<file path="src/rectangular_to_polar_unit_macros.svh">
// Assertion helpers for the asserting file of the converter.
`ifndef RECTANGULAR_TO_POLAR_UNIT_MACROS_SVH
`define RECTANGULAR_TO_POLAR_UNIT_MACROS_SVH

// Same-cycle implication, sampled on clk and quiet during rst.
`define R2P_ASSERT_IMP(label, ante, cons, msg) \
  label: assert property (@(posedge clk) disable iff (rst) (ante) |-> (cons)) \
    else $error(msg);

// Next-cycle implication, sampled on clk and quiet during rst.
`define R2P_ASSERT_NXT(label, ante, cons, msg) \
  label: assert property (@(posedge clk) disable iff (rst) (ante) |=> (cons)) \
    else $error(msg);

`endif

</file>
<file path="src/r2p_pkg.sv">
package r2p_pkg;

  localparam int CORDIC_ITER = 32;
  localparam int DATA_W      = 64;
  localparam int ANG_W       = 35;

  // Pre-rotation stage, the iterations, and the rounding stage.
  localparam int CORDIC_LAT  = CORDIC_ITER + 2;
  // Absolute value, square, sum and rounding stages around the root stages.
  localparam int SQRT_EXTRA  = 4;

  typedef logic signed [DATA_W-1:0] cdata_t;
  typedef logic signed [ANG_W-1:0]  cang_t;

  localparam cang_t HALF_PI = cang_t'(1) <<< 31;
  localparam cang_t FULL_PI = cang_t'(1) <<< 32;

  // round(atan(2^-i) * 2^32 / pi)
  localparam cang_t ATAN_TAB [CORDIC_ITER] = '{
    35'sd1073741824, 35'sd633866811, 35'sd334917815, 35'sd170009512,
    35'sd85334662,   35'sd42708931,  35'sd21359677,  35'sd10680490,
    35'sd5340327,    35'sd2670173,   35'sd1335088,   35'sd667544,
    35'sd333772,     35'sd166886,    35'sd83443,     35'sd41722,
    35'sd20861,      35'sd10430,     35'sd5215,      35'sd2608,
    35'sd1304,       35'sd652,       35'sd326,       35'sd163,
    35'sd81,         35'sd41,        35'sd20,        35'sd10,
    35'sd5,          35'sd3,         35'sd1,         35'sd1
  };

endpackage

</file>
<file path="src/r2p_isqrt.sv">
module r2p_isqrt #(
  parameter int COORD_WIDTH = 16,
  parameter int LATENCY     = 20
) (
  input  logic                          clk,
  input  logic                          en,
  input  logic signed [COORD_WIDTH-1:0] x_coord,
  input  logic signed [COORD_WIDTH-1:0] y_coord,
  output logic        [COORD_WIDTH-1:0] magnitude
);
  import r2p_pkg::*;

  localparam int SW  = 2 * COORD_WIDTH;
  localparam int RW  = COORD_WIDTH + 2;
  localparam int TW  = COORD_WIDTH + 4;
  localparam int PAD = LATENCY - (COORD_WIDTH + SQRT_EXTRA);

  logic [COORD_WIDTH-1:0] ax;
  logic [COORD_WIDTH-1:0] ay;
  logic [SW-1:0]          sqx;
  logic [SW-1:0]          sqy;

  // One root bit per stage; index 0 is the sum of squares.
  logic [SW-1:0]          ss [COORD_WIDTH+1];
  logic [COORD_WIDTH-1:0] qs [COORD_WIDTH+1];
  logic [RW-1:0]          rs [COORD_WIDTH+1];
  logic [TW-1:0]          trial [COORD_WIDTH];
  logic [TW-1:0]          tval  [COORD_WIDTH];
  logic [COORD_WIDTH-1:0] mag_q;

  always_ff @(posedge clk) begin
    if (en) begin
      ax    <= x_coord[COORD_WIDTH-1] ? (~x_coord + COORD_WIDTH'(1)) : x_coord;
      ay    <= y_coord[COORD_WIDTH-1] ? (~y_coord + COORD_WIDTH'(1)) : y_coord;
      sqx   <= SW'(ax) * SW'(ax);
      sqy   <= SW'(ay) * SW'(ay);
      ss[0] <= sqx + sqy;
      qs[0] <= '0;
      rs[0] <= '0;
    end
  end

  always_comb begin
    for (int k = 0; k < COORD_WIDTH; k++) begin
      trial[k] = {rs[k], ss[k][2*(COORD_WIDTH-1-k) +: 2]};
      tval[k]  = {2'b00, qs[k], 2'b01};
    end
  end

  always_ff @(posedge clk) begin
    if (en) begin
      for (int k = 0; k < COORD_WIDTH; k++) begin
        if (trial[k] >= tval[k]) begin
          rs[k+1] <= RW'(trial[k] - tval[k]);
          qs[k+1] <= {qs[k][COORD_WIDTH-2:0], 1'b1};
        end else begin
          rs[k+1] <= trial[k][RW-1:0];
          qs[k+1] <= {qs[k][COORD_WIDTH-2:0], 1'b0};
        end
        ss[k+1] <= ss[k];
      end
      // The remainder is s - q*q; above q the nearer integer is q + 1.
      mag_q <= (rs[COORD_WIDTH] > {2'b00, qs[COORD_WIDTH]})
               ? qs[COORD_WIDTH] + COORD_WIDTH'(1) : qs[COORD_WIDTH];
    end
  end

  generate
    if (PAD > 0) begin : g_pad
      logic [COORD_WIDTH-1:0] dly [PAD];
      always_ff @(posedge clk) begin
        if (en) begin
          dly[0] <= mag_q;
          for (int p = 1; p < PAD; p++) begin
            dly[p] <= dly[p-1];
          end
        end
      end
      assign magnitude = dly[PAD-1];
    end else begin : g_nopad
      assign magnitude = mag_q;
    end
  endgenerate

endmodule

</file>
<file path="config.mk">
export PLATFORM = sky130hd
export DESIGN_NAME = r2p_isqrt
export DESIGN_NICKNAME = d
export VERILOG_FILES = /design/src/rectangular_to_polar_unit_macros.svh /design/src/r2p_pkg.sv /design/src/r2p_isqrt.sv
export SDC_FILE = /design/constraint.sdc
export NUM_CORES = 2
export LEC_CHECK = 0
export ABC_AREA = 1
export BUFFER_PORTS_ARGS = -buffer_cell sky130_fd_sc_hd__buf_2
export CORE_ASPECT_RATIO = 1.1
export CORE_UTILIZATION = 35
export CTS_BUF_LIST = sky130_fd_sc_hd__clkbuf_8
export DETAILED_ROUTE_END_ITERATION = 10
export GPL_TIMING_DRIVEN = 0
export PLACE_DENSITY = 0.45
export SLEW_MARGIN = 20
export SYNTH_ARGS = -nofsm -noshare
export SYNTH_HDL_FRONTEND = slang
export SYNTH_SLANG_ARGS = --single-unit
export TNS_END_PERCENT = 100
</file>
<file path="constraint.sdc">
create_clock -name clk -period 15.1 [get_ports clk]
set_input_delay 0 -clock clk [delete_from_list [all_inputs] [get_ports clk]]
set_output_delay 0 -clock clk [all_outputs]
set_load 0.005 [all_outputs]
</file>
==> results.md <==
* Status: completed
* Post-Route WL at 149200 um
* Critical path peak fanout at 10
* Netlist cell types at 57
* Setup TNS at 0 ns
* Post-CTS sizing at 0
* # port buffers at 49
* Vias/cell at 4.623
* Final hold violations at 0
* FMAX at 143.9 MHz
* Total track usage at 0.1819
* Critical path type: reg2reg
* Vias in the first global route at 43980
* CTS buffer count at 143
* EDFF count, synth at 785
* Post-Syn Instances at 6710
* Total grt overflow at 0
* Synthesized cell area at 58170 um^2
* Max clock buf depth at 3
* Syn_area_per_cell at 8.669 um^2
* CP Data Required Time at 15.68 ns
* Worst setup EP type: flip-flop
* Average wire per standard cell at 16.01 um
* Commonest register cell after synthesis: edfxtp_1
* Initial antenna violation count at 2
* DIE AREA at 167800 um^2
* Seq/Total Area, Yosys at 0.4056
* Final WS setup at 8.152 ns
* Synth top area cells: edfxtp_1 41%, nand2_1 11%, fa_1 11%, inv_1 9.1%, ha_1 8.7%
* Crit-path slowest cell: clkbuf_1
* Max Transition Viols Final at 0
* First-pass GRT wire length at 239000 um
* HP Class: in2reg
* Die Height at 429.6 um
* Clk root buf: clkbuf_8
* Post-synth top area cell: edfxtp_1
* Clock Latency Late Sink at 0.88 ns
* DRC Markers at 0
* Synthesized net count at 7475
* Area Growth Syn to Fin at 11.65%
* Worst-Margin Slew at 1.038 ns
* DRT antenna net count at 0
* Initial Util at 0.3531
* Die width at 390.7 um
* Ports at 50
* DP HPWL at 119000 um
* Endpoints failing setup at 0
* Cell mode on critical path: fa_1
* CTS sink cnt at 786
* Worst setup SP type: flip-flop
* DRT Pass-1 Iters at 8
* DR vias at 43070
* Worst slew margin relative to its limit at 0.3082
* Final Critical Period at 6.948 ns
* Post-synth ARST share at 0
* Layout cell share with drive strength beyond 1 at 0.05716
* Area fraction of the dominant cell type after synthesis at 0.4052
* Synth top cells by count: 1757 x nand2_1, 1412 x inv_1, 785 x edfxtp_1
* Top-count cell post-synth: nand2_1
* DRT iter0 DRCs at 2403
* Rows at 156
* Max stage delay on crit path at 0.63 ns
* Core area at 164700 um^2
* Final net count at 7763
* Clock skew at 0.05012 ns
* Synth Warn # at 0
* Post-synthesis sequential element count at 786
* Clk slew on worst S/H paths at 0.05 ns
* # H-tree levels at 4
* Largest net degree at the start of global routing at 98
* Crit share post-route at 0.4601
* RSZ-0062 raised after global routing: false
* CP arrival at 7.53 ns
* GPL Wtd Cong at 0.8639
* MaxCap Viol Count at 0
* CTS tree: done
* Cells along the critical path: clkbuf_1 > clkbuf_1 > nand2_1 > fa_1 > inv_1 > fa_1 > fa_1 > fa_1 > fa_1 > inv_1 > fa_1 > inv_1 > ha_1 > nand2_1 > nor2_1 > inv_1 > nor3_1 > nand4_1 > nand4_1 > nand2_1
* Pre-CTS WS at 8.196 ns
==> critical path: cells and delay by family, from the launching register on <==
kind | cells | cell delay [ns]
DFF | 1 | 0.43
adders and majority gates | 7 | 3.60
buffers and inverters | 6 | 1.42
and+or+nand+nor | 7 | 1.21
==> kinds of logic after synthesis <==
| kind of cell | count (synthesis) | synth area share |
|---|---|---|
| DFF | 786 | 0.4056 |
| AOI/OAI and AO/OA | 486 | 0.04605 |
| xor gates and xnor gates | 221 | 0.03327 |
| buffers and inverters | 1536 | 0.1020 |
| and+or+nand+nor | 2949 | 0.2136 |
| adders and majority gates | 731 | 0.1993 |
| muxes | 1 | 0.0001936 |
==> worst paths after layout <==
path | start | end | slack [ns] | cells past startpoint
setup / recovery | ax[4]$_DFFE_PP_ | sqx[22]$_DFFE_PP_ | 8.15 | 20
hold / removal | y_coord[13] | ay[13]$_DFFE_PP_ | 0.14 | 4
setup reg to reg | ax[4]$_DFFE_PP_ | sqx[22]$_DFFE_PP_ | 8.15 | 20
hold reg to reg | ss[0][203]$_DFFE_PP_ | ss[0][235]$_DFFE_PP_ | 0.38 | 0
==> state kept, by name, summed over array words and instances, names as in the netlist <==
signal and count:
rs 268, sqy 31, ay 16, ax 16, ss 272, sqx 31, magnitude 16, qs 136
==> per-stage QoR <==
step	utilization	std cells	hold slack, ns	instance area [um^2]
after global placement	0.3714	8971	0.2041	61180
after floorplan	-	6710	0.09887	58170
after CTS	0.3942	9315	0.01696	64940
after global routing	0.3943	9317	0.08380	64950
final	0.3943	9317	0.1447	64950
after detailed placement	0.3728	8979	0.2108	61410
==> per-layer routing <==
| metal | vias up | track usage | wire [um] |
|---|---|---|---|
| met2 | 634 | 0.3287 | 76020 |
| met5 | - | 0 | 0 |
| met4 | 0 | 0.05837 | 4400 |
| li1 | 21840 | - | - |
| met1 | 20380 | 0.2211 | 64120 |
| met3 | 215 | 0.02469 | 4620 |
==> cell type report <==
| type | count | area [um^2] |
|---|---|---|
| diodes | 2 | 5.005 |
| plain buffers | 112 | 594.3 |
| clock buffers | 144 | 1982 |
| clock inverters | 106 | 686.9 |
| fillers | 16870 | 99790 |
| inverters | 1424 | 5353 |
| multi-input cells | 4388 | 28650 |
| flip-flops and latches | 786 | 23590 |
| well taps | 2212 | 2768 |
| repair buffers | 143 | 1321 |
==> cells in the final DEF (no fill, tap or decap), drive strengths merged, types with 3 or more instances in the layout <==
cell / count
buf: 90
dlygate4sd3: 86
nand4: 93
xor2: 170
a21o: 6
and2: 8
or2: 22
and3: 6
o21a: 8
clkinv: 46
nand2: 1776
ha: 405
fa: 326
nand3b: 31
nor3: 52
o21ai: 175
nor2: 525
bufinv: 6
a21oi: 257
clkinvlp: 4
nor4: 7
edfxtp: 785
a31oi: 3
inv: 1474
clkbuf: 223
xnor2: 51
nand3: 424
o21bai: 31
==> what timing repair did <==
action	in CTS	in global routing
hold buffers	86	0
setup buffers	0	0
setup endpoints to repair	0	0
endpoints found under the hold margin	134	0
Power is left out: the tool's default activity adds up to more than one toggle a clock period on the data nets, which glitch-free logic cannot reach.
